==> src/design/mbd_pkg.sv <==
// Package: widths, decode codes, request command and result types, protection table.
package mbd_pkg;

   localparam int DATA_W           = 8;
   localparam int ADDR_W           = 16;
   localparam int ROM_ADDR_W       = 18;
   localparam int BANK_W           = 3;
   localparam int LAYER_W          = 4;
   localparam int SCROLL_W         = 16;
   localparam int CSR_DATA_W       = 32;
   localparam int CSR_ADDR_W       = 3;

   localparam int WORK_RAM_DEPTH   = 4096;
   localparam int CHAR_RAM_DEPTH   = 2048;
   localparam int SPRITE_RAM_DEPTH = 4096;
   localparam int WORK_IDX_W       = $clog2(WORK_RAM_DEPTH);
   localparam int CHAR_IDX_W       = $clog2(CHAR_RAM_DEPTH);
   localparam int SPR_IDX_W        = $clog2(SPRITE_RAM_DEPTH);
   localparam int MIRROR_IDX_W     = 7;

   localparam int QUEUE_DEPTH      = 2;
   localparam int QUEUE_PTR_W      = $clog2(QUEUE_DEPTH);
   localparam int QUEUE_CNT_W      = $clog2(QUEUE_DEPTH + 1);

   localparam logic REQ_READ  = 1'b0;
   localparam logic REQ_WRITE = 1'b1;

   localparam logic CSR_DIP_A = 1'b0;
   localparam logic CSR_DIP_B = 1'b1;
   localparam logic [DATA_W-1:0] DIP_A_RESET = 8'hEF;
   localparam logic [DATA_W-1:0] DIP_B_RESET = 8'hFF;

   localparam logic [3:0] PAGE_C = 4'hC;
   localparam logic [3:0] PAGE_D = 4'hD;
   localparam logic [3:0] PAGE_E = 4'hE;
   localparam logic [3:0] PAGE_F = 4'hF;

   localparam logic [ADDR_W-1:0] ADDR_SYS         = 16'hC000;
   localparam logic [ADDR_W-1:0] ADDR_P1          = 16'hC001;
   localparam logic [ADDR_W-1:0] ADDR_P2          = 16'hC002;
   localparam logic [ADDR_W-1:0] ADDR_DIP_A       = 16'hC003;
   localparam logic [ADDR_W-1:0] ADDR_DIP_B       = 16'hC004;
   localparam logic [ADDR_W-1:0] ADDR_PROT_RD     = 16'hC007;
   localparam logic [ADDR_W-1:0] ADDR_LATCH       = 16'hC800;
   localparam logic [ADDR_W-1:0] ADDR_BANK_LAYER  = 16'hC804;
   localparam logic [ADDR_W-1:0] ADDR_PALBANK     = 16'hC805;
   localparam logic [ADDR_W-1:0] ADDR_BANK        = 16'hC806;
   localparam logic [ADDR_W-1:0] ADDR_PROT_WR     = 16'hC807;
   localparam logic [ADDR_W-1:0] ADDR_MIRROR_LO   = 16'hCC00;
   localparam logic [ADDR_W-1:0] ADDR_MIRROR_HI   = 16'hCC80;
   localparam logic [ADDR_W-1:0] ADDR_CHAR_END    = 16'hD800;
   localparam logic [ADDR_W-1:0] ADDR_SCROLLX_LO  = 16'hD800;
   localparam logic [ADDR_W-1:0] ADDR_SCROLLX_HI  = 16'hD801;
   localparam logic [ADDR_W-1:0] ADDR_SCROLLY     = 16'hD802;
   localparam logic [ADDR_W-1:0] ADDR_BGSCROLL_LO = 16'hD803;
   localparam logic [ADDR_W-1:0] ADDR_BGSCROLL_HI = 16'hD804;
   localparam logic [ADDR_W-1:0] ADDR_LAYER_LO    = 16'hD806;

   localparam logic [DATA_W-1:0] VBLANK_OFF_MASK = 8'h08;
   localparam int BANK_SHIFT = 14;
   localparam logic [ROM_ADDR_W-1:0] ROM_BANK_BASE = 18'h10000;

   typedef enum logic [4:0] {
      CMD_UNMAPPED,
      CMD_ROM_FIX,
      CMD_ROM_BANK,
      CMD_PORT,
      CMD_PROT,
      CMD_CHAR_RD,
      CMD_WORK_RD,
      CMD_SPR_RD,
      CMD_WR_LATCH,
      CMD_WR_BANK_LAYER,
      CMD_WR_PALBANK,
      CMD_WR_BANK,
      CMD_WR_PROT,
      CMD_WR_CHAR,
      CMD_WR_SCROLLX_LO,
      CMD_WR_SCROLLX_HI,
      CMD_WR_SCROLLY,
      CMD_WR_BGSCROLL_LO,
      CMD_WR_BGSCROLL_HI,
      CMD_WR_LAYER_LO,
      CMD_WR_WORK,
      CMD_WR_SPR
   } cmd_kind_type;

   typedef struct packed {
      cmd_kind_type            kind;
      logic [ADDR_W-1:0]       addr;
      logic [SPR_IDX_W-1:0]    idx;
      logic [DATA_W-1:0]       data;
   } cmd_type;

   typedef struct packed {
      logic [DATA_W-1:0] dip_a;
      logic [DATA_W-1:0] dip_b;
   } cfg_type;

   typedef struct packed {
      logic [DATA_W-1:0]     rdata;
      logic                  rom_read;
      logic [ROM_ADDR_W-1:0] rom_addr;
      logic                  unmapped;
      logic [DATA_W-1:0]     sound_latch;
      logic [LAYER_W-1:0]    layer_enable;
      logic [DATA_W-1:0]     palette_bank;
      logic [SCROLL_W-1:0]   scroll_x;
      logic [DATA_W-1:0]     scroll_y;
      logic [SCROLL_W-1:0]   bg2_scroll;
      logic [BANK_W-1:0]     rom_bank;
   } result_type;

   localparam int PROT_ENTRIES = 32;

   localparam logic [DATA_W-1:0] PROT_KEY [PROT_ENTRIES] = '{
      8'h24, 8'h60, 8'h01, 8'h55, 8'h56, 8'h2a, 8'ha8, 8'h22,
      8'h3b, 8'h1e, 8'he9, 8'h7d, 8'h43, 8'h37, 8'h4c, 8'h5f,
      8'h3f, 8'h3e, 8'hfb, 8'h1d, 8'h27, 8'h26, 8'h58, 8'h32,
      8'h1a, 8'hbc, 8'h30, 8'h64, 8'h11, 8'h33, 8'h09, 8'h25
   };

   localparam logic [DATA_W-1:0] PROT_VAL [PROT_ENTRIES] = '{
      8'h1d, 8'hf7, 8'hac, 8'h50, 8'he2, 8'h58, 8'h13, 8'h3e,
      8'h5a, 8'h1b, 8'h41, 8'hd5, 8'h54, 8'h6f, 8'h59, 8'h56,
      8'h2f, 8'h3d, 8'h36, 8'h3b, 8'hae, 8'h39, 8'h3c, 8'h51,
      8'ha8, 8'h33, 8'h4a, 8'h12, 8'h40, 8'h35, 8'h17, 8'h04
   };

   function automatic logic [DATA_W-1:0] prot_lookup(input logic [DATA_W-1:0] key);
      logic [DATA_W-1:0] v;
      v = '0;
      for (int i = PROT_ENTRIES - 1; i >= 0; i--) begin
         if (PROT_KEY[i] == key) begin
            v = PROT_VAL[i];
         end
      end
      return v;
   endfunction

endpackage

==> src/design/mbd_queue.sv <==
// Command queue between the decode front end and the execute back end.
module mbd_queue (
   input  logic             clock,
   input  logic             reset,
   input  logic             push,
   input  mbd_pkg::cmd_type push_cmd,
   input  logic             pop,
   output mbd_pkg::cmd_type pop_cmd,
   output logic             full,
   output logic             empty
);
   import mbd_pkg::*;

   cmd_type                entry_ff [QUEUE_DEPTH];
   logic [QUEUE_PTR_W-1:0] wr_ptr_ff, wr_ptr_in;
   logic [QUEUE_PTR_W-1:0] rd_ptr_ff, rd_ptr_in;
   logic [QUEUE_CNT_W-1:0] count_ff, count_in;

   assign full    = (count_ff == QUEUE_CNT_W'(QUEUE_DEPTH));
   assign empty   = (count_ff == '0);
   assign pop_cmd = entry_ff[rd_ptr_ff];

   function automatic logic [QUEUE_PTR_W-1:0] next_ptr(input logic [QUEUE_PTR_W-1:0] p);
      logic [QUEUE_PTR_W-1:0] n;
      n = (p == QUEUE_PTR_W'(QUEUE_DEPTH - 1)) ? '0 : p + 1'b1;
      return n;
   endfunction

   always_comb begin
      wr_ptr_in = push ? next_ptr(wr_ptr_ff) : wr_ptr_ff;
      rd_ptr_in = pop ? next_ptr(rd_ptr_ff) : rd_ptr_ff;
      count_in  = count_ff;
      if (push && !pop) begin
         count_in = count_ff + 1'b1;
      end else if (pop && !push) begin
         count_in = count_ff - 1'b1;
      end
   end

   always_ff @(posedge clock) begin
      if (reset) begin
         wr_ptr_ff <= '0;
         rd_ptr_ff <= '0;
         count_ff  <= '0;
      end else begin
         wr_ptr_ff <= wr_ptr_in;
         rd_ptr_ff <= rd_ptr_in;
         count_ff  <= count_in;
      end
   end

   always_ff @(posedge clock) begin
      if (push) begin
         entry_ff[wr_ptr_ff] <= push_cmd;
      end
   end

endmodule

==> config.mk <==
export PLATFORM = sky130hd
export DESIGN_NAME = mbd_queue
export DESIGN_NICKNAME = d
export VERILOG_FILES = /design/src/design/mbd_pkg.sv /design/src/design/mbd_queue.sv
export SDC_FILE = /design/constraint.sdc
export NUM_CORES = 1
export LEC_CHECK = 0
export BUFFER_PORTS_ARGS = -buffer_cell sky130_fd_sc_hd__buf_2
export CAP_MARGIN = 30
export CORE_MARGIN = 5
export CORE_UTILIZATION = 46
export CTS_CLUSTER_SIZE = 30
export DETAILED_ROUTE_END_ITERATION = 7
export PLACE_DENSITY = 0.85
export SLEW_MARGIN = 5
export SYNTH_ARGS = -nofsm -noshare
export SYNTH_HDL_FRONTEND = slang
export SYNTH_SLANG_ARGS = --single-unit
==> constraint.sdc <==
create_clock -name clock -period 3.2 [get_ports clock]
set_input_delay 0.96 -clock clock [delete_from_list [all_inputs] [get_ports clock]]
set_output_delay 0.96 -clock clock [all_outputs]
set_load 0.02 [all_outputs]
== After elaboration in Yosys (flattened, before gate mapping) ==
Memory sizes are Yosys's and may differ from the RTL's. A register that Yosys moved wholly into a read port is not among the register bits.
Cells that the tools add are included.

* Register bits after elaboration: 4
* RAM bits: 82
* Output and inout port bits: 43
* Logic and storage cells: 23
* Memories kept: 1

{| class="wikitable"
|+ Memory list
! name !! words !! bits a word !! rd ports !! clocked after memory_dff !! write ports !! RTL line !! text
|-
| entry_ff || 2 || 41 || 1 || 1 || 1 || mbd_queue.sv:14 || <nowiki>cmd_type entry_ff [QUEUE_DEPTH];</nowiki>
|}

* Add/sub/neg operators: 4
* Equality and inequality tests: 1
* Muxes and demuxes: 8
* Reductions and logical operators: 6

{| class="wikitable"
|+ Operator list
! cell !! count
|-
| two-way mux 1 bit || 6
|-
| two-way mux 2 bit || 2
|-
| adder 1 bit, second input constant || 2
|-
| adder 2 x 1 -> 2 bit, second input constant || 1
|-
| equality test 2 bit, second input constant || 1
|-
| logical AND 1 bit || 2
|-
| zero test 1 bit || 2
|-
| zero test 2 bit || 1
|-
| nonzero test 2 bit || 1
|-
| subtractor 2 x 1 -> 2 bit, second input constant || 1
|}

== Logic depth before layout (Yosys ltp) ==
* Word-level depth: 4
* Gate-level depth with buffers: 5
* Mapped depth without buffers: 5

== Worst setup path after synthesis ==
OpenSTA, ideal clock, no wires.

* Kind: input port to flip-flop
* From: in push
* To: mem entry_ff[0][0] (netlist bit), enable pin
* Setup time: 444 ps
* Arrival time: 2792 ps
* Setup slack: -36 ps
* Stages: 1
* Cell sequence: nor2b_1

* Word-level cells in the longest chain between the ends: 2

{| class="wikitable"
|+ RTL lines
! item !! RTL line !! text
|-
| start, declared || mbd_queue.sv:5 || <nowiki>input logic push,</nowiki>
|-
| two-way mux 1 bit || mbd_queue.sv:53 || <nowiki>if (push) begin</nowiki>
|-
| two-way mux 1 bit (not written as such) || mbd_queue.sv:54 || <nowiki>entry_ff[wr_ptr_ff] <= push_cmd;</nowiki>
|-
| end, declared || mbd_queue.sv:14 ||
|}

Every way passes these cells.

==> impl_results.md <==
* Status: finished clean
* Top cell type's share of synthesized area at 78.0%
* Drt drc at 0
* I/O pins at 88
* # nets final at 294
* Cell breakdown of the critical path: buf_12, mux2_2, buf_2
* Setup Fix Bufs, Post-CTS at 0
* Routability-driven placement congestion ratio at 0.671
* Critical R2R Launch: wr_ptr_ff
* Initial Utilization at 47.0%
* Core ar. at 0.00672 mm²
* Ant diodes at 0
* Post-synth net total at 196
* Crit-path max FO at 24
* Post-synth EDFFs at 82
* Max-Cap Viols at 0
* Tot GR Track Use at 13.5%
* Unique masters post-synth at 16
* RSZ-0062 raised after global routing: false
* Final setup vio count at 0
* HP Class: reg -> reg
* Crit Path Class: reg -> out
* Worst VDD drop at 0.441 mV
* DP Wirelength at 3790 µm
* R2R depth at 2
* Skew final at 0.00722 ns
* Congestion Overflow GR at 0
* Setup_tns at 0 ns
* CTS buffer count at 9
* Detailed-route wire length at 5460 µm
* H-Tree Depth at 3
* Drt pass-1 iters at 4
* Post-CTS Resized at 0
* Least-Margin Pin Slew at 0.669 ns
* Seq cells post-synth at 87
* Layout cells sized above 1 at 58.3%
* CTS tree: built
* Relative slew slack at 55.3%
* Worst setup SP type: flip-flop
* Sequential fraction of the synthesis area at 81.2%
* Synth Area per Inst at 21.0 µm²
* Top_reg_cell synth: edfxtp_1
* Leak at 0.00150 µW
* Clock slew at reported path FFs at 0.07 ns
* Crit path DAT at 1.73 ns
* Vias at 1618
* Post-Syn Instances at 150
* Root Driver: clkbuf_8
* Worst setup EP type: primary output
* Site Rows at 30
* YS warnings at 0
* Die Height at 92.8 µm
* WP data required at 2.24 ns
* Crit. path cell count at 3
* Cell taking the most area after synthesis: edfxtp_1
* Synth top area cells: edfxtp_1 78%, mux2_2 14%, dfxtp_1 3.2%
* Slew Viols, Final at 0
* Hold violation count in the final report at 0
* Crit path buf inv count at 2
* Area added between synthesis and finish at 24.5%
* Hold endpoint: count_ff[1]
* Die area at 0.00862 mm²
* Vias per cell at 4.87
* Top-count cell post-synth: edfxtp_1
* Power, Total at 2450 µW
* Min-Delay Startpoint: count_ff[1]
* Antenna viol nets, final at 0
* Worst hold path depth at 2
* PortBufs at 87
* Netlist Area Pre-Place at 0.00316 mm²
* CP max stage delay at 0.62 ns
* CTS hold repair buffers at 0
* Largest net degree at the start of global routing at 26
* Crit-path leading delay family: flip-flops
* Slowest cell on crit path: dfxtp_2
* Synth top cells by count: 82 x edfxtp_1, 38 x mux2_2, 5 x buf_2, 5 x dfxtp_1, 5 x nor2_1
* First-pass GRT wire length at 8670 µm
* 1st-iter DRT viols at 55
* Initial antenna violation count at 0
* Worst skew pair latency at 0.34 ns
* CTS Buffer Depth at 2
* Period minus WS final at 2.69 ns
* R2R Setup Slk at 1.65 ns
* R2r endpoint: entry_ff[0][0]
* Asr flop ratio synth at 0%
* Routed length per instance at 16.4 µm
* PwrDens at 624 mW/mm²
* TritonCTS Sinks at 87
* Fillers at 513
* Fin crit share at 84.0%
* DIE WIDTH at 92.8 µm
* Peak Freq at 372 MHz
* Vias in the first global route at 1825
[routing by layer]
| metal | vias to the layer above | global-route usage, % | share of wire, % |
|---|---|---|---|
| met5 | - | 0 | 0 |
| met3 | 4 | 3.66 | 6.2 |
| met2 | 49 | 23.3 | 54 |
| met4 | 0 | 7.69 | 1.0 |
| met1 | 789 | 14.9 | 39 |
| li1 | 776 | - | - |
[power by group]
part	leakage, µW	internal (µW)	switching, µW
registers	0.000811	1320	28.4
logic	0.000585	136	183
clock network	0.000104	431	348
total	0.00150	1890	560
[flip-flops by register name, indices dropped and copies added (netlist names), named ones only]
register,cells
count_ff,2
entry_ff,82
rd_ptr_ff,1
wr_ptr_ff,1
[cells by family after synthesis]
group | count (synthesis) | share of synthesized area [%]
fa+ha+maj | 1 | 0.396
buf+inv | 6 | 0.911
simple gates | 9 | 1.47
flops | 87 | 81.2
xor+xnor | 4 | 1.11
mux | 41 | 14.6
compound gates | 2 | 0.317
[per-stage QoR]
step	hold slack [ns]	cells	setup slack, ns	utilization (%)	cell area, µm²
finish	0.510	332	0.512	58.5	3930
detailed placement	0.503	317	0.839	55.5	3730
CTS	0.514	332	0.444	58.5	3930
floorplan	0.461	150	0.727	-	3160
global placement	0.491	317	0.845	55.5	3730
global route	0.584	332	0.412	58.5	3930
[placed cells by master, fill, tap and decap left out]
cell / instances
buf_2: 87
edfxtp_1: 82
mux2_2: 38
clkbuf_8: 9
nor2_1: 5
dfxtp_1: 4
buf_4: 4
mux2_1: 3
xor2_1: 2
xnor2_1: 2
clkinv_2: 2
bufinv_16: 2
inv_1: 1
and2_2: 1
and2b_2: 1
nor2b_4: 1
o21ai_0: 1
or3_1: 1
a21oi_1: 1
ha_1: 1
dfxtp_2: 1
clkinv_1: 1
clkbuf_1: 1
buf_12: 1
[worst min-delay path, cell delays in order (launching register included)]
cell and delay [ns]:
dfxtp_1 0.33, o21ai_0 0.07, a21oi_1 0.06
[layout make-up]
| type | instances | area, µm² | area share [%] |
|---|---|---|---|
| sequential | 87 | 2560 | 65.3 |
| multi-input combinational | 57 | 574 | 14.6 |
| tap | 80 | 100 | 2.55 |
| inverter | 1 | 3.75 | 0.0955 |
| timing repair buffer | 92 | 485 | 12.4 |
| clock buffer | 10 | 128 | 3.25 |
| clock inverter | 5 | 73.8 | 1.88 |
[worst max path at each step]
stage | from | endpoint | slack (ns)
4_1_cts | flip-flop | pop_cmd[34] | 0.44
3_3_place_gp | flip-flop | pop_cmd[2] | 0.84
5_1_grt | flip-flop | pop_cmd[39] | 0.41
3_5_place_dp | flip-flop | pop_cmd[34] | 0.84
2_1_floorplan | push | entry_ff[0][0] | 0.73
6_report | flip-flop | pop_cmd[34] | 0.51
No activity file was read; power rests on OpenSTA's default activity.
