<file path="src/design/mbd_pkg.sv">
// Package: widths, decode codes, request command and result types, protection table.
package mbd_pkg;

   localparam int DATA_W           = 8;
   localparam int ADDR_W           = 16;
   localparam int ROM_ADDR_W       = 18;
   localparam int BANK_W           = 3;
   localparam int LAYER_W          = 4;
   localparam int SCROLL_W         = 16;
   localparam int CSR_DATA_W       = 32;
   localparam int CSR_ADDR_W       = 3;

   localparam int WORK_RAM_DEPTH   = 4096;
   localparam int CHAR_RAM_DEPTH   = 2048;
   localparam int SPRITE_RAM_DEPTH = 4096;
   localparam int WORK_IDX_W       = $clog2(WORK_RAM_DEPTH);
   localparam int CHAR_IDX_W       = $clog2(CHAR_RAM_DEPTH);
   localparam int SPR_IDX_W        = $clog2(SPRITE_RAM_DEPTH);
   localparam int MIRROR_IDX_W     = 7;

   localparam int QUEUE_DEPTH      = 2;
   localparam int QUEUE_PTR_W      = $clog2(QUEUE_DEPTH);
   localparam int QUEUE_CNT_W      = $clog2(QUEUE_DEPTH + 1);

   localparam logic REQ_READ  = 1'b0;
   localparam logic REQ_WRITE = 1'b1;

   localparam logic CSR_DIP_A = 1'b0;
   localparam logic CSR_DIP_B = 1'b1;
   localparam logic [DATA_W-1:0] DIP_A_RESET = 8'hEF;
   localparam logic [DATA_W-1:0] DIP_B_RESET = 8'hFF;

   localparam logic [3:0] PAGE_C = 4'hC;
   localparam logic [3:0] PAGE_D = 4'hD;
   localparam logic [3:0] PAGE_E = 4'hE;
   localparam logic [3:0] PAGE_F = 4'hF;

   localparam logic [ADDR_W-1:0] ADDR_SYS         = 16'hC000;
   localparam logic [ADDR_W-1:0] ADDR_P1          = 16'hC001;
   localparam logic [ADDR_W-1:0] ADDR_P2          = 16'hC002;
   localparam logic [ADDR_W-1:0] ADDR_DIP_A       = 16'hC003;
   localparam logic [ADDR_W-1:0] ADDR_DIP_B       = 16'hC004;
   localparam logic [ADDR_W-1:0] ADDR_PROT_RD     = 16'hC007;
   localparam logic [ADDR_W-1:0] ADDR_LATCH       = 16'hC800;
   localparam logic [ADDR_W-1:0] ADDR_BANK_LAYER  = 16'hC804;
   localparam logic [ADDR_W-1:0] ADDR_PALBANK     = 16'hC805;
   localparam logic [ADDR_W-1:0] ADDR_BANK        = 16'hC806;
   localparam logic [ADDR_W-1:0] ADDR_PROT_WR     = 16'hC807;
   localparam logic [ADDR_W-1:0] ADDR_MIRROR_LO   = 16'hCC00;
   localparam logic [ADDR_W-1:0] ADDR_MIRROR_HI   = 16'hCC80;
   localparam logic [ADDR_W-1:0] ADDR_CHAR_END    = 16'hD800;
   localparam logic [ADDR_W-1:0] ADDR_SCROLLX_LO  = 16'hD800;
   localparam logic [ADDR_W-1:0] ADDR_SCROLLX_HI  = 16'hD801;
   localparam logic [ADDR_W-1:0] ADDR_SCROLLY     = 16'hD802;
   localparam logic [ADDR_W-1:0] ADDR_BGSCROLL_LO = 16'hD803;
   localparam logic [ADDR_W-1:0] ADDR_BGSCROLL_HI = 16'hD804;
   localparam logic [ADDR_W-1:0] ADDR_LAYER_LO    = 16'hD806;

   localparam logic [DATA_W-1:0] VBLANK_OFF_MASK = 8'h08;
   localparam int BANK_SHIFT = 14;
   localparam logic [ROM_ADDR_W-1:0] ROM_BANK_BASE = 18'h10000;

   typedef enum logic [4:0] {
      CMD_UNMAPPED,
      CMD_ROM_FIX,
      CMD_ROM_BANK,
      CMD_PORT,
      CMD_PROT,
      CMD_CHAR_RD,
      CMD_WORK_RD,
      CMD_SPR_RD,
      CMD_WR_LATCH,
      CMD_WR_BANK_LAYER,
      CMD_WR_PALBANK,
      CMD_WR_BANK,
      CMD_WR_PROT,
      CMD_WR_CHAR,
      CMD_WR_SCROLLX_LO,
      CMD_WR_SCROLLX_HI,
      CMD_WR_SCROLLY,
      CMD_WR_BGSCROLL_LO,
      CMD_WR_BGSCROLL_HI,
      CMD_WR_LAYER_LO,
      CMD_WR_WORK,
      CMD_WR_SPR
   } cmd_kind_type;

   typedef struct packed {
      cmd_kind_type            kind;
      logic [ADDR_W-1:0]       addr;
      logic [SPR_IDX_W-1:0]    idx;
      logic [DATA_W-1:0]       data;
   } cmd_type;

   typedef struct packed {
      logic [DATA_W-1:0] dip_a;
      logic [DATA_W-1:0] dip_b;
   } cfg_type;

   typedef struct packed {
      logic [DATA_W-1:0]     rdata;
      logic                  rom_read;
      logic [ROM_ADDR_W-1:0] rom_addr;
      logic                  unmapped;
      logic [DATA_W-1:0]     sound_latch;
      logic [LAYER_W-1:0]    layer_enable;
      logic [DATA_W-1:0]     palette_bank;
      logic [SCROLL_W-1:0]   scroll_x;
      logic [DATA_W-1:0]     scroll_y;
      logic [SCROLL_W-1:0]   bg2_scroll;
      logic [BANK_W-1:0]     rom_bank;
   } result_type;

   localparam int PROT_ENTRIES = 32;

   localparam logic [DATA_W-1:0] PROT_KEY [PROT_ENTRIES] = '{
      8'h24, 8'h60, 8'h01, 8'h55, 8'h56, 8'h2a, 8'ha8, 8'h22,
      8'h3b, 8'h1e, 8'he9, 8'h7d, 8'h43, 8'h37, 8'h4c, 8'h5f,
      8'h3f, 8'h3e, 8'hfb, 8'h1d, 8'h27, 8'h26, 8'h58, 8'h32,
      8'h1a, 8'hbc, 8'h30, 8'h64, 8'h11, 8'h33, 8'h09, 8'h25
   };

   localparam logic [DATA_W-1:0] PROT_VAL [PROT_ENTRIES] = '{
      8'h1d, 8'hf7, 8'hac, 8'h50, 8'he2, 8'h58, 8'h13, 8'h3e,
      8'h5a, 8'h1b, 8'h41, 8'hd5, 8'h54, 8'h6f, 8'h59, 8'h56,
      8'h2f, 8'h3d, 8'h36, 8'h3b, 8'hae, 8'h39, 8'h3c, 8'h51,
      8'ha8, 8'h33, 8'h4a, 8'h12, 8'h40, 8'h35, 8'h17, 8'h04
   };

   function automatic logic [DATA_W-1:0] prot_lookup(input logic [DATA_W-1:0] key);
      logic [DATA_W-1:0] v;
      v = '0;
      for (int i = PROT_ENTRIES - 1; i >= 0; i--) begin
         if (PROT_KEY[i] == key) begin
            v = PROT_VAL[i];
         end
      end
      return v;
   endfunction

endpackage

</file>
<file path="src/design/mbd_if.sv">
// Interfaces: request and response channels.
interface mbd_req_if;
   import mbd_pkg::*;
   logic                valid;
   logic                ready;
   logic                req_type;
   logic [ADDR_W-1:0]   addr;
   logic [DATA_W-1:0]   wdata;
   logic                in_vblank;
   logic [DATA_W-1:0]   system_port;
   logic [DATA_W-1:0]   p1_port;
   logic [DATA_W-1:0]   p2_port;

   modport source (output valid, req_type, addr, wdata, in_vblank, system_port, p1_port,
                   p2_port, input ready);
   modport sink (input valid, req_type, addr, wdata, in_vblank, system_port, p1_port,
                 p2_port, output ready);
endinterface


</file>
<file path="src/design/mbd_front.sv">
// Front end: accept bus requests, decode them against the memory map, register the command.
module mbd_front (
   input  logic             clock,
   input  logic             reset,
   mbd_req_if.sink          req_bus,
   input  mbd_pkg::cfg_type cfg,
   input  logic             q_full,
   output logic             push,
   output mbd_pkg::cmd_type push_cmd
);
   import mbd_pkg::*;

   logic              valid_ff, valid_in;
   cmd_type           cmd_ff, cmd_in;
   logic              accept;
   logic [ADDR_W-1:0] a;
   logic [3:0]        page;

   assign push          = valid_ff && !q_full;
   assign req_bus.ready = !valid_ff || !q_full;
   assign accept        = req_bus.valid && req_bus.ready;
   assign push_cmd      = cmd_ff;
   assign a             = req_bus.addr;
   assign page          = a[ADDR_W-1:ADDR_W-4];

   always_comb begin
      cmd_in.kind = CMD_UNMAPPED;
      cmd_in.addr = a;
      cmd_in.idx  = a[SPR_IDX_W-1:0];
      cmd_in.data = req_bus.wdata;
      if (req_bus.req_type == REQ_WRITE) begin
         case (page)
            PAGE_C: begin
               if (a >= ADDR_MIRROR_LO && a < ADDR_MIRROR_HI) begin
                  cmd_in.kind = CMD_WR_SPR;
                  cmd_in.idx  = SPR_IDX_W'(a[MIRROR_IDX_W-1:0]);
               end else begin
                  case (a)
                     ADDR_LATCH:      cmd_in.kind = CMD_WR_LATCH;
                     ADDR_BANK_LAYER: cmd_in.kind = CMD_WR_BANK_LAYER;
                     ADDR_PALBANK:    cmd_in.kind = CMD_WR_PALBANK;
                     ADDR_BANK:       cmd_in.kind = CMD_WR_BANK;
                     ADDR_PROT_WR:    cmd_in.kind = CMD_WR_PROT;
                     default:         cmd_in.kind = CMD_UNMAPPED;
                  endcase
               end
            end
            PAGE_D: begin
               if (a < ADDR_CHAR_END) begin
                  cmd_in.kind = CMD_WR_CHAR;
                  cmd_in.idx  = SPR_IDX_W'(a[CHAR_IDX_W-1:0]);
               end else begin
                  case (a)
                     ADDR_SCROLLX_LO:  cmd_in.kind = CMD_WR_SCROLLX_LO;
                     ADDR_SCROLLX_HI:  cmd_in.kind = CMD_WR_SCROLLX_HI;
                     ADDR_SCROLLY:     cmd_in.kind = CMD_WR_SCROLLY;
                     ADDR_BGSCROLL_LO: cmd_in.kind = CMD_WR_BGSCROLL_LO;
                     ADDR_BGSCROLL_HI: cmd_in.kind = CMD_WR_BGSCROLL_HI;
                     ADDR_LAYER_LO:    cmd_in.kind = CMD_WR_LAYER_LO;
                     default:          cmd_in.kind = CMD_UNMAPPED;
                  endcase
               end
            end
            PAGE_E:  cmd_in.kind = CMD_WR_WORK;
            PAGE_F:  cmd_in.kind = CMD_WR_SPR;
            default: cmd_in.kind = CMD_UNMAPPED;
         endcase
      end else if (!a[ADDR_W-1]) begin
         cmd_in.kind = CMD_ROM_FIX;
      end else if (!a[ADDR_W-2]) begin
         cmd_in.kind = CMD_ROM_BANK;
      end else begin
         case (page)
            PAGE_C: begin
               case (a)
                  ADDR_SYS: begin
                     cmd_in.kind = CMD_PORT;
                     cmd_in.data = req_bus.in_vblank ? req_bus.system_port
                                                     : (req_bus.system_port | VBLANK_OFF_MASK);
                  end
                  ADDR_P1: begin
                     cmd_in.kind = CMD_PORT;
                     cmd_in.data = req_bus.p1_port;
                  end
                  ADDR_P2: begin
                     cmd_in.kind = CMD_PORT;
                     cmd_in.data = req_bus.p2_port;
                  end
                  ADDR_DIP_A: begin
                     cmd_in.kind = CMD_PORT;
                     cmd_in.data = cfg.dip_a;
                  end
                  ADDR_DIP_B: begin
                     cmd_in.kind = CMD_PORT;
                     cmd_in.data = cfg.dip_b;
                  end
                  ADDR_PROT_RD: cmd_in.kind = CMD_PROT;
                  default:      cmd_in.kind = CMD_UNMAPPED;
               endcase
            end
            PAGE_D: begin
               if (a < ADDR_CHAR_END) begin
                  cmd_in.kind = CMD_CHAR_RD;
                  cmd_in.idx  = SPR_IDX_W'(a[CHAR_IDX_W-1:0]);
               end
            end
            PAGE_E:  cmd_in.kind = CMD_WORK_RD;
            default: cmd_in.kind = CMD_SPR_RD;
         endcase
      end
   end

   always_comb begin
      valid_in = valid_ff;
      if (accept) begin
         valid_in = 1'b1;
      end else if (push) begin
         valid_in = 1'b0;
      end
   end

   always_ff @(posedge clock) begin
      if (reset) begin
         valid_ff <= 1'b0;
      end else begin
         valid_ff <= valid_in;
      end
   end

   always_ff @(posedge clock) begin
      if (accept) begin
         cmd_ff <= cmd_in;
      end
   end

endmodule

</file>
<file path="src/flat_wrapper.sv">
// flat-port wrapper written by rule: the top's interface ports become plain ports
module mbd_front_flat import mbd_pkg::*;
  (clock, reset, cfg, q_full, push, push_cmd, req_bus_valid, req_bus_req_type, req_bus_addr, req_bus_wdata, req_bus_in_vblank, req_bus_system_port, req_bus_p1_port, req_bus_p2_port, req_bus_ready);
  mbd_req_if req_bus_i ();
  input  logic clock;
  input  logic reset;
  input  mbd_pkg::cfg_type cfg;
  input  logic q_full;
  output logic push;
  output mbd_pkg::cmd_type push_cmd;
  input wire logic [$bits(req_bus_i.valid)-1:0] req_bus_valid;
  input wire logic [$bits(req_bus_i.req_type)-1:0] req_bus_req_type;
  input wire logic [$bits(req_bus_i.addr)-1:0] req_bus_addr;
  input wire logic [$bits(req_bus_i.wdata)-1:0] req_bus_wdata;
  input wire logic [$bits(req_bus_i.in_vblank)-1:0] req_bus_in_vblank;
  input wire logic [$bits(req_bus_i.system_port)-1:0] req_bus_system_port;
  input wire logic [$bits(req_bus_i.p1_port)-1:0] req_bus_p1_port;
  input wire logic [$bits(req_bus_i.p2_port)-1:0] req_bus_p2_port;
  output wire logic [$bits(req_bus_i.ready)-1:0] req_bus_ready;
  assign req_bus_i.valid = req_bus_valid;
  assign req_bus_i.req_type = req_bus_req_type;
  assign req_bus_i.addr = req_bus_addr;
  assign req_bus_i.wdata = req_bus_wdata;
  assign req_bus_i.in_vblank = req_bus_in_vblank;
  assign req_bus_i.system_port = req_bus_system_port;
  assign req_bus_i.p1_port = req_bus_p1_port;
  assign req_bus_i.p2_port = req_bus_p2_port;
  assign req_bus_ready = req_bus_i.ready;
  mbd_front u_core (.clock(clock), .reset(reset), .req_bus(req_bus_i), .cfg(cfg), .q_full(q_full), .push(push), .push_cmd(push_cmd));
endmodule
</file>
<file path="config.mk">
export PLATFORM = sky130hd
export DESIGN_NAME = mbd_front_flat
export DESIGN_NICKNAME = d
export VERILOG_FILES = /design/src/design/mbd_pkg.sv /design/src/design/mbd_if.sv /design/src/design/mbd_front.sv /design/src/flat_wrapper.sv
export SDC_FILE = /design/constraint.sdc
export NUM_CORES = 1
export LEC_CHECK = 0
export ABC_AREA = 1
export CAP_MARGIN = 30
export CORE_MARGIN = 2
export CORE_UTILIZATION = 50
export DETAILED_ROUTE_END_ITERATION = 6
export DONT_BUFFER_PORTS = 1
export PLACE_DENSITY = 0.62
export SYNTH_ARGS = -nofsm -noshare
export SYNTH_HDL_FRONTEND = slang
export SYNTH_SLANG_ARGS = --single-unit
</file>
<file path="constraint.sdc">
create_clock -name clock -period 5.15 [get_ports clock]
set_input_delay 1.03 -clock clock [delete_from_list [all_inputs] [get_ports clock]]
set_output_delay 1.03 -clock clock [all_outputs]
set_load 0.03 [all_outputs]
</file>
==> Word-level counts from Yosys, hierarchy flattened <==
Index checks and enable logic that the tools add are counted.
{ "totals": {"input_bits": 70, "reg_bits": 42, "wordCells": 61, "out_inout_bits": 43} }
{ "classes": {"mux": 24, "order_cmp": 3, "reduce_logical": 8, "eq_ne": 21} }
{ "ops": {"columns": ["cell", "n"], "rows": [
  ["$eq A16 B16 Y1 const B", 17],
  ["$mux W12", 4],
  ["$mux W20", 2],
  ["$pmux W8 S5", 1],
  ["$lt A16 B16 Y1 const B", 2],
  ["$pmux W5 S6", 1],
  ["$mux W5", 5],
  ["$pmux W12 S2", 1],
  ["$pmux W4 S5", 1],
  ["$pmux W5 S4", 1],
  ["$eq A4 B4 Y1 const B", 4],
  ["$ge A16 B16 Y1 const B", 1],
  ["$mux W8", 2],
  ["$pmux W3 S3", 1],
  ["$pmux W3 S2", 1],
  ["$reduce_or A5 Y1", 1],
  ["$mux W4", 1],
  ["$logic_and A1 B1 Y1", 3],
  ["$mux W3", 1],
  ["$logic_not A1 Y1", 2],
  ["$mux W1", 2],
  ["$reduce_bool A2 Y1", 1],
  ["$logic_or A1 B1 Y1", 1]
]} }

==> Depth between registers and ports, before layout <==
Gate-level depths: netlist of the first run.
{ "logic_depth": {"word_depth": 7, "mapped_depth": 13} }

==> Worst setup path before layout of the first run <==
Ideal clock, no wire load.
{ "synth_timing": {"path_type": "input-to-reg", "startpoint": "input port req_bus_valid", "endpoint": "register u_core.cmd_ff (netlist bit u_core.push_cmd[0]) (enable)", "path_stages": 2, "setup_slack_ns": 1.968, "required_time_ns": 4.713, "arrival_ns": 2.746, "n_path_buf": 0, "setup_time_ns": 0.437, "path_cell_list": "inv_1 > a21oi_1"} }
{ "synth_via": {"elab_chain_len": 1} }
{ "synth_lines": {"columns": ["element", "line", "text"], "rows": [
  ["from (decl)", "flat_wrapper.sv:11", "input wire logic [$bits(req_bus_i.valid)-1:0] req_bus_valid;"],
  ["$logic_and A1 B1 Y1", "mbd_front.sv:21", "assign accept = req_bus.valid && req_bus.ready;"],
  ["net u_core.accept", "mbd_front.sv:15", "logic accept;"],
  ["to (signal assigned)", "mbd_front.sv:132", "cmd_ff <= cmd_in;"],
  ["to (decl)", "mbd_front.sv:14", "cmd_type cmd_ff, cmd_in;"]
]} }
The timed path passes the listed nets, and every way through them passes these cells.
A chain may end at the register's enable or synchronous reset.

==> impl_metrics.yaml, run 1 <==
pwr:
  power_density_normalized_to_cell_area_mw_per_mm2: 299.7
  power.sequential.fraction: 0.580
  p_int_uw: 487.6
  vdd_drop_max_mv: 0.1645
  power.share.combinational: 0.059
  sw_frac_of_total: 0.2534
  reported_net_switching_power_uw: 165.5
  leakage_nw: 0.8995
  power_frac_clock: 0.361
sta:
  tns_ns: 0
  layout_worst_path_cycle_share: 0.4864
  final-max-slew-violation-count: 0
  final.hold.worst_slack_ns: 0.7477
  hold_viol_final: 0
  max_slew.worst_pin.slew_ns: 0.6994
  timing.slew.headroom: 0.5320
  layout_min_cycle_time_ns: 2.505
  clock.fmax_mhz: 399.2
  setup_slack_ns: 2.645
  setup_violations: 0
  fin_worst_skew_ns: 0.002390
  grt_setup_unrepaired: "no"
yosys:
  synth_async_reset_ratio: 0
  biggest_area_contributors_in_the_synthesized_netlist: "sky130_fd_sc_hd__edfxtp_1 49%, sky130_fd_sc_hd__nand2_1 11%, sky130_fd_sc_hd__nand3_1 6.5%"
  post_synth_instance_area_mm2: 0.002071
  post-synth-top-area-cell: "sky130_fd_sc_hd__edfxtp_1"
  synth_flop_cell: "sky130_fd_sc_hd__edfxtp_1"
  commonest_cells_post_synth: "58 x sky130_fd_sc_hd__nand2_1, 34 x sky130_fd_sc_hd__edfxtp_1, 27 x sky130_fd_sc_hd__nand3_1"
  synthCells: 246
  synth_top_area_share: 0.4931
  synthesis.yosys.warnings: 0
  synth_cell_type_count: 27
  synth_most_common_cell: "sky130_fd_sc_hd__nand2_1"
  synth_fp_nets: 316
  number_of_enable_type_register_cells_in_the_synthesized_netlist: 34
  syn_avg_cell_area_um2: 8.418
  synth_seq_cells: 35
  yosysSeqAreaShare: 0.5027
placed_design:
  postPlaceCellArea_mm2: 0.002072
  hpwl_um: 3518
  io_buffers: 0
  place_congestion: 0.8559
  placement.setup.worst_slack_ns: 2.361
drt:
  drt_first_pass_iters: 4
  via_count: 1625
  routed_wire_length_per_instance_um: 15.43
  vias_per_cell: 5.584
  drt_iter0_drc: 78
  drc: 0
  drt_wl_total_um: 4489
  antenna_left: 0
clock_tree:
  clkSinkCount: 35
  ctsResizeCount: 0
  cts_post_setup_buffers_inserted: 0
  cts_tree: "built"
  cts.reportedPaths.clkPinSlew_ns: 0.07
  clock_insertion_delay_worst_skew_ns: 0.28
  tritoncts_buffer_count: 5
  clock_tree.buffer_depth: 2
  cts_htree_levels: 2
  cts_hold_repair_buffers: 0
  cts_root_buf: "sky130_fd_sc_hd__clkbuf_8"
cells_and_area:
  utilization_after_layout: 0.5449
  multi_input_gate_area_in_the_final_layout_um2: 829.5
  ff_latch_area_mm2: 0.001041
  final_nets: 310
  area_of_all_placed_cells_without_fillers_mm2: 0.002180
  layout.filler_cells: 360
  drive_gt1_frac: 0.1328
  num_antenna_cells: 0
  synthToLayoutAreaGrowth_pct: 5.257
die:
  fp-row-count: 23
  die_height_um: 68.36
  starting_density_of_the_core: 0.5177
  fp.dieW_um: 68.36
  die-area_mm2: 0.004672
  core_area_mm2: 0.004000
  ios: 113
global_routing:
  grt_max_degree: 26
  first_global_vias: 1553
  gr-usage-all-layers: 0.2048
  number_of_antenna_violations_at_the_first_check_in_global_routing: 0
  gr-total-overflow: 0
  global_route_wire_length_before_repair_um: 7010
worst_setup_path:
  worstSetupStartpointType: "input port"
  kind_of_critical_path: "in -> reg"
  worst_r2r_path_depth: 2
  critical_path_peak_fanout: 12
  worstSetupEndpointType: "flip-flop"
  worst-endpoint-arrival_ns: 2.55
  timing.critical_path.required_ns: 5.19
hold_path:
  hold_depth: 2
  worst_hold_path_type: "reg -> reg"
status:
  outcome: "finished, final reports clean"
run:
  number_of_max_capacitance_violations_reported: 0
critical path: stages:
cell and delay (ns):
sky130_fd_sc_hd__nor2_1 0.53, sky130_fd_sc_hd__inv_1 0.16, sky130_fd_sc_hd__nor2_2 0.18, sky130_fd_sc_hd__nand2_2 0.13, sky130_fd_sc_hd__nand2_1 0.12, sky130_fd_sc_hd__nor2_2 0.07, sky130_fd_sc_hd__nor2_8 0.15, sky130_fd_sc_hd__inv_4 0.08
sky130_fd_sc_hd__nand2_1 0.06, sky130_fd_sc_hd__nand2_1 0.04
power groups by stage:
| stage | Clock, mW | Combinational, mW | Sequential, mW |
|---|---|---|---|
| 3_3_place_gp | 0 | 0.0350 | 0.385 |
| 5_1_grt | 0.256 | 0.0439 | 0.381 |
| 6_report | 0.236 | 0.0388 | 0.379 |
| 3_5_place_dp | 0 | 0.0389 | 0.385 |
| 4_1_cts | 0.243 | 0.0391 | 0.379 |
| 2_1_floorplan | 0 | 0.0403 | 0.377 |
metrics by stage:
step / cells / total power [mW]
floorplan: 246 / 0.4177
global placement: 282 / 0.4201
detailed placement: 283 / 0.4242
CTS: 291 / 0.6611
global route: 291 / 0.6809
finish: 291 / 0.6531
logic make-up (layout without fill, tap and decap cells):
group / count (synthesis) / in the layout / synth area share
AO/OA/AOI/OAI: 24 / 24 / 0.06164
buffers and inverters: 43 / 38 / 0.1021
flip-flops: 35 / 35 / 0.5027
AND/OR/NAND/NOR: 144 / 144 / 0.3335
worst paths after layout:
| path | from | end | slack, ns |
|---|---|---|---|
| worst max-delay path | req_bus_addr[1] | u_core.push_cmd[1] | 2.64 |
| worst min-delay path | u_core.valid_ff | u_core.valid_ff | 0.75 |
| worst max register to register | u_core.valid_ff | u_core.push_cmd[17] | 3.81 |
| worst min register to register | u_core.valid_ff | u_core.valid_ff | 0.75 |
registers in the layout (all words and copies together) (netlist names):
signal / flops
u_core.push_cmd: 34
u_core.valid_ff: 1
per-layer routing:
layer	vias up	track usage	wire (µm)
li1	806	-	-
met1	728	0.2382	1772
met2	86	0.3459	2221
met3	5	0.07730	428
met4	0	0.06750	67
met5	-	0	0
cells in the final DEF (no fill, tap or decap):
cell type                   synthesis  routed
sky130_fd_sc_hd__o21ai_0           10      10
sky130_fd_sc_hd__o211ai_1           1       1
sky130_fd_sc_hd__inv_1             24      24
sky130_fd_sc_hd__a31oi_1            2       2
sky130_fd_sc_hd__o21a_1             1       1
sky130_fd_sc_hd__a21oi_1            2       1
sky130_fd_sc_hd__nor3_1             2       2
sky130_fd_sc_hd__nand4_1           13      13
sky130_fd_sc_hd__clkbuf_8           0       5
sky130_fd_sc_hd__buf_16             0       1
sky130_fd_sc_hd__nand2_4            1       1
sky130_fd_sc_hd__nor4_1             1       1
sky130_fd_sc_hd__nand2_1           58      58
sky130_fd_sc_hd__clkinv_1           0       1
sky130_fd_sc_hd__edfxtp_1          34      34
sky130_fd_sc_hd__bufinv_16          0       1
sky130_fd_sc_hd__clkinv_2           0       1
sky130_fd_sc_hd__nand3_1           27      27
sky130_fd_sc_hd__inv_4              1       1
sky130_fd_sc_hd__nor2_4             3       3
sky130_fd_sc_hd__nor2_2             6       6
sky130_fd_sc_hd__inv_2              4       4
sky130_fd_sc_hd__a21oi_4            0       1
sky130_fd_sc_hd__nor2_8             1       1
sky130_fd_sc_hd__dfxtp_1            1       1
sky130_fd_sc_hd__nor2_1            25      25
sky130_fd_sc_hd__nand2_2            7       7
sky130_fd_sc_hd__o21ai_1            8       8
final cells by class:
class | count | share of cell area
clock buffer | 5 | 0.03157
clock inverter | 3 | 0.01780
inverter | 29 | 0.05109
multi-input combinational | 168 | 0.3806
sequential | 35 | 0.4776
tap | 50 | 0.02870
timing repair buffer | 1 | 0.01263
(Power assumes the default switching activity.)
==> run 2: changes to the inputs <==
clock period = 2.45 ns   (was 5.15 ns; I/O delays follow)
==> run 2 against run 1 <==
Final cell count is 1.0% higher. Combinational power is 100% higher. Clock power is 81% higher. First-iteration DRC count stayed put. Count of clock-buffer cells in the layout is 2 higher. Clock skew is 0.0019 ns higher. Flip-flop and latch count stayed put. Sequential share of layout area is 0.30 points higher. Non-clock buffer count is 3 higher. Setup slack worse by 2.0 ns. Die area stayed put. Global-route usage is 0.52 points lower. Critical path type unchanged.
==> impl_metrics.yaml, run 2 (synthesis gave the netlist of run 1 again) <==
pwr:
  p_int_uw: 951.1
  power.share.combinational: 0.060
  power_frac_clock: 0.328
  reported_net_switching_power_uw: 349.7
  design_power_total_mw: 1.301
  vdd_drop_max_mv: 0.3357
  power_density_normalized_to_cell_area_mw_per_mm2: 600.6
  power.sequential.fraction: 0.612
  leakage_nw: 0.9006
  sw_frac_of_total: 0.2688
clock_tree:
  cts.reportedPaths.clkPinSlew_ns: 0.07
  cts_post_setup_buffers_inserted: 0
  clock_insertion_delay_worst_skew_ns: 0.28
  cts_tree: "built"
  cts_htree_levels: 2
  tritoncts_buffer_count: 5
  clock_tree.buffer_depth: 2
  cts_root_buf: "sky130_fd_sc_hd__clkbuf_8"
  cts_hold_repair_buffers: 0
  clkSinkCount: 35
  ctsResizeCount: 0
sta:
  final-max-slew-violation-count: 0
  layout_min_cycle_time_ns: 1.779
  hold_viol_final: 0
  tns_ns: 0
  clock.fmax_mhz: 562.0
  layout_worst_path_cycle_share: 0.7263
  max_slew.worst_pin.slew_ns: 0.5492
  fin_worst_skew_ns: 0.004255
  setup_violations: 0
  grt_setup_unrepaired: "no"
  timing.slew.headroom: 0.6325
drt:
  drt_wl_total_um: 4563
  drt_iter0_drc: 78
  via_count: 1622
  drt_first_pass_iters: 4
  drc: 0
  vias_per_cell: 5.517
  routed_wire_length_per_instance_um: 15.52
  antenna_left: 0
die:
  core_area_mm2: 0.004000
  die-area_mm2: 0.004672
  die_height_um: 68.36
  starting_density_of_the_core: 0.5177
  fp.dieW_um: 68.36
  fp-row-count: 23
  ios: 113
placed_design:
  hpwl_um: 3496
  place_congestion: 0.7618
  io_buffers: 0
worst_setup_path:
  kind_of_critical_path: "in -> reg"
  worst-endpoint-arrival_ns: 1.82
  worstSetupStartpointType: "input port"
  critical_path_peak_fanout: 14
  crit_family: "simple AND/OR/NAND/NOR gates"
  cp_slowest_stage_delay_ns: 0.31
  cp_bufs_invs: 1
  reg2reg_setup_slack_ns: 1.22
  worstSetupEndpointType: "flip-flop"
  timing.critical_path.required_ns: 2.49
  cp_cell_sequence: "nor2_2 > nand2_1 > nor2_4 > nand2_2 > nand2_1 > nor2_2 > nor2_8 > inv_4 > nand2_1 > nand2_1"
  cp_slowest_cell: "sky130_fd_sc_hd__nor2_4"
  cpMostUsedCell: "sky130_fd_sc_hd__nand2_1"
global_routing:
  first_global_vias: 1469
  gr-total-overflow: 0
  met1_usage: 0.2601
  groute.layer.met3.usage: 0.06086
  global_route_wire_length_before_repair_um: 6844
  gr-usage-all-layers: 0.1996
  number_of_antenna_violations_at_the_first_check_in_global_routing: 0
  grt_max_degree: 35
  grt_most_used_layer: "met2"
  grt.met2_usage: 0.3131
cells_and_area:
  drive_gt1_frac: 0.1434
  final_nets: 313
  utilization_after_layout: 0.5414
  final_common_cell: "sky130_fd_sc_hd__nand2_1"
  num_antenna_cells: 0
  layout.cells.most_common_list: "58 x sky130_fd_sc_hd__nand2_1, 34 x sky130_fd_sc_hd__edfxtp_1, 27 x sky130_fd_sc_hd__nand3_1"
  largest_register_ffs: 34
  synthToLayoutAreaGrowth_pct: 4.592
hold_path:
  worst_hold_path_type: "in -> reg"
status:
  outcome: "finished, final reports clean"
run:
  number_of_max_capacitance_violations_reported: 0
## run 2: cell types whose count changed in the layout (fill, tap and decap cells not counted)
cell,before,now
sky130_fd_sc_hd__buf_4,0,4
sky130_fd_sc_hd__clkbuf_8,5,6
sky130_fd_sc_hd__bufinv_16,1,0
sky130_fd_sc_hd__clkinv_1,1,0
sky130_fd_sc_hd__buf_16,1,0
sky130_fd_sc_hd__clkbuf_1,0,1
## run 2: routing by layer
metal,part of all wire,routed length (µm),vias up
li1,-,-,815
met1,0.42,1910,723
met2,0.49,2246,79
met3,0.081,369,5
met4,0.0079,36,0
met5,0,0,-
## run 2: cell type report
cell class / count / area, µm²
inverters: 29 / 111.4
flip-flops and latches: 35 / 1041
fillers: 380 / 1834
repair buffers: 4 / 30.03
multi-input cells: 168 / 829.5
clock buffers: 7 / 86.33
well taps: 50 / 62.56
clock inverters: 1 / 5.005
## run 2: through the flow
step | hold WS, ns | worst slack (ns) | cells | area [µm²]
6_report | 0.2689 | 0.6707 | 294 | 2166
5_1_grt | 0.2562 | 0.5187 | 294 | 2166
4_1_cts | 0.2639 | 0.6888 | 294 | 2166
3_5_place_dp | 0.5649 | 0.3901 | 286 | 2074
3_3_place_gp | 0.5647 | 0.4775 | 286 | 2074
2_1_floorplan | 0.5591 | 0.5696 | 246 | 2074
## run 2: path summary, 6_finish.rpt
kind | start | end | cells past startpoint
max reg2reg | u_core.valid_ff | u_core.push_cmd[12] | 2
min reg2reg | u_core.valid_ff | u_core.valid_ff | 2
min | reset | u_core.valid_ff | 1
max | req_bus_addr[8] | u_core.push_cmd[1] | 10
## run 2: worst reg2reg max path, cell delays in order, from the launching register on
cell and delay [ns]:
sky130_fd_sc_hd__dfxtp_1 0.35, sky130_fd_sc_hd__a21oi_4 0.12, sky130_fd_sc_hd__buf_4 0.39
## run 2: power by group through the flow
stage	sequential (mW)	clock (mW)	combinational, mW
CTS	0.797	0.436	0.0785
detailed placement	0.810	0	0.0782
floorplan	0.792	0	0.0852
global route	0.801	0.465	0.0882
finish	0.796	0.427	0.0779
global placement	0.809	0	0.0767
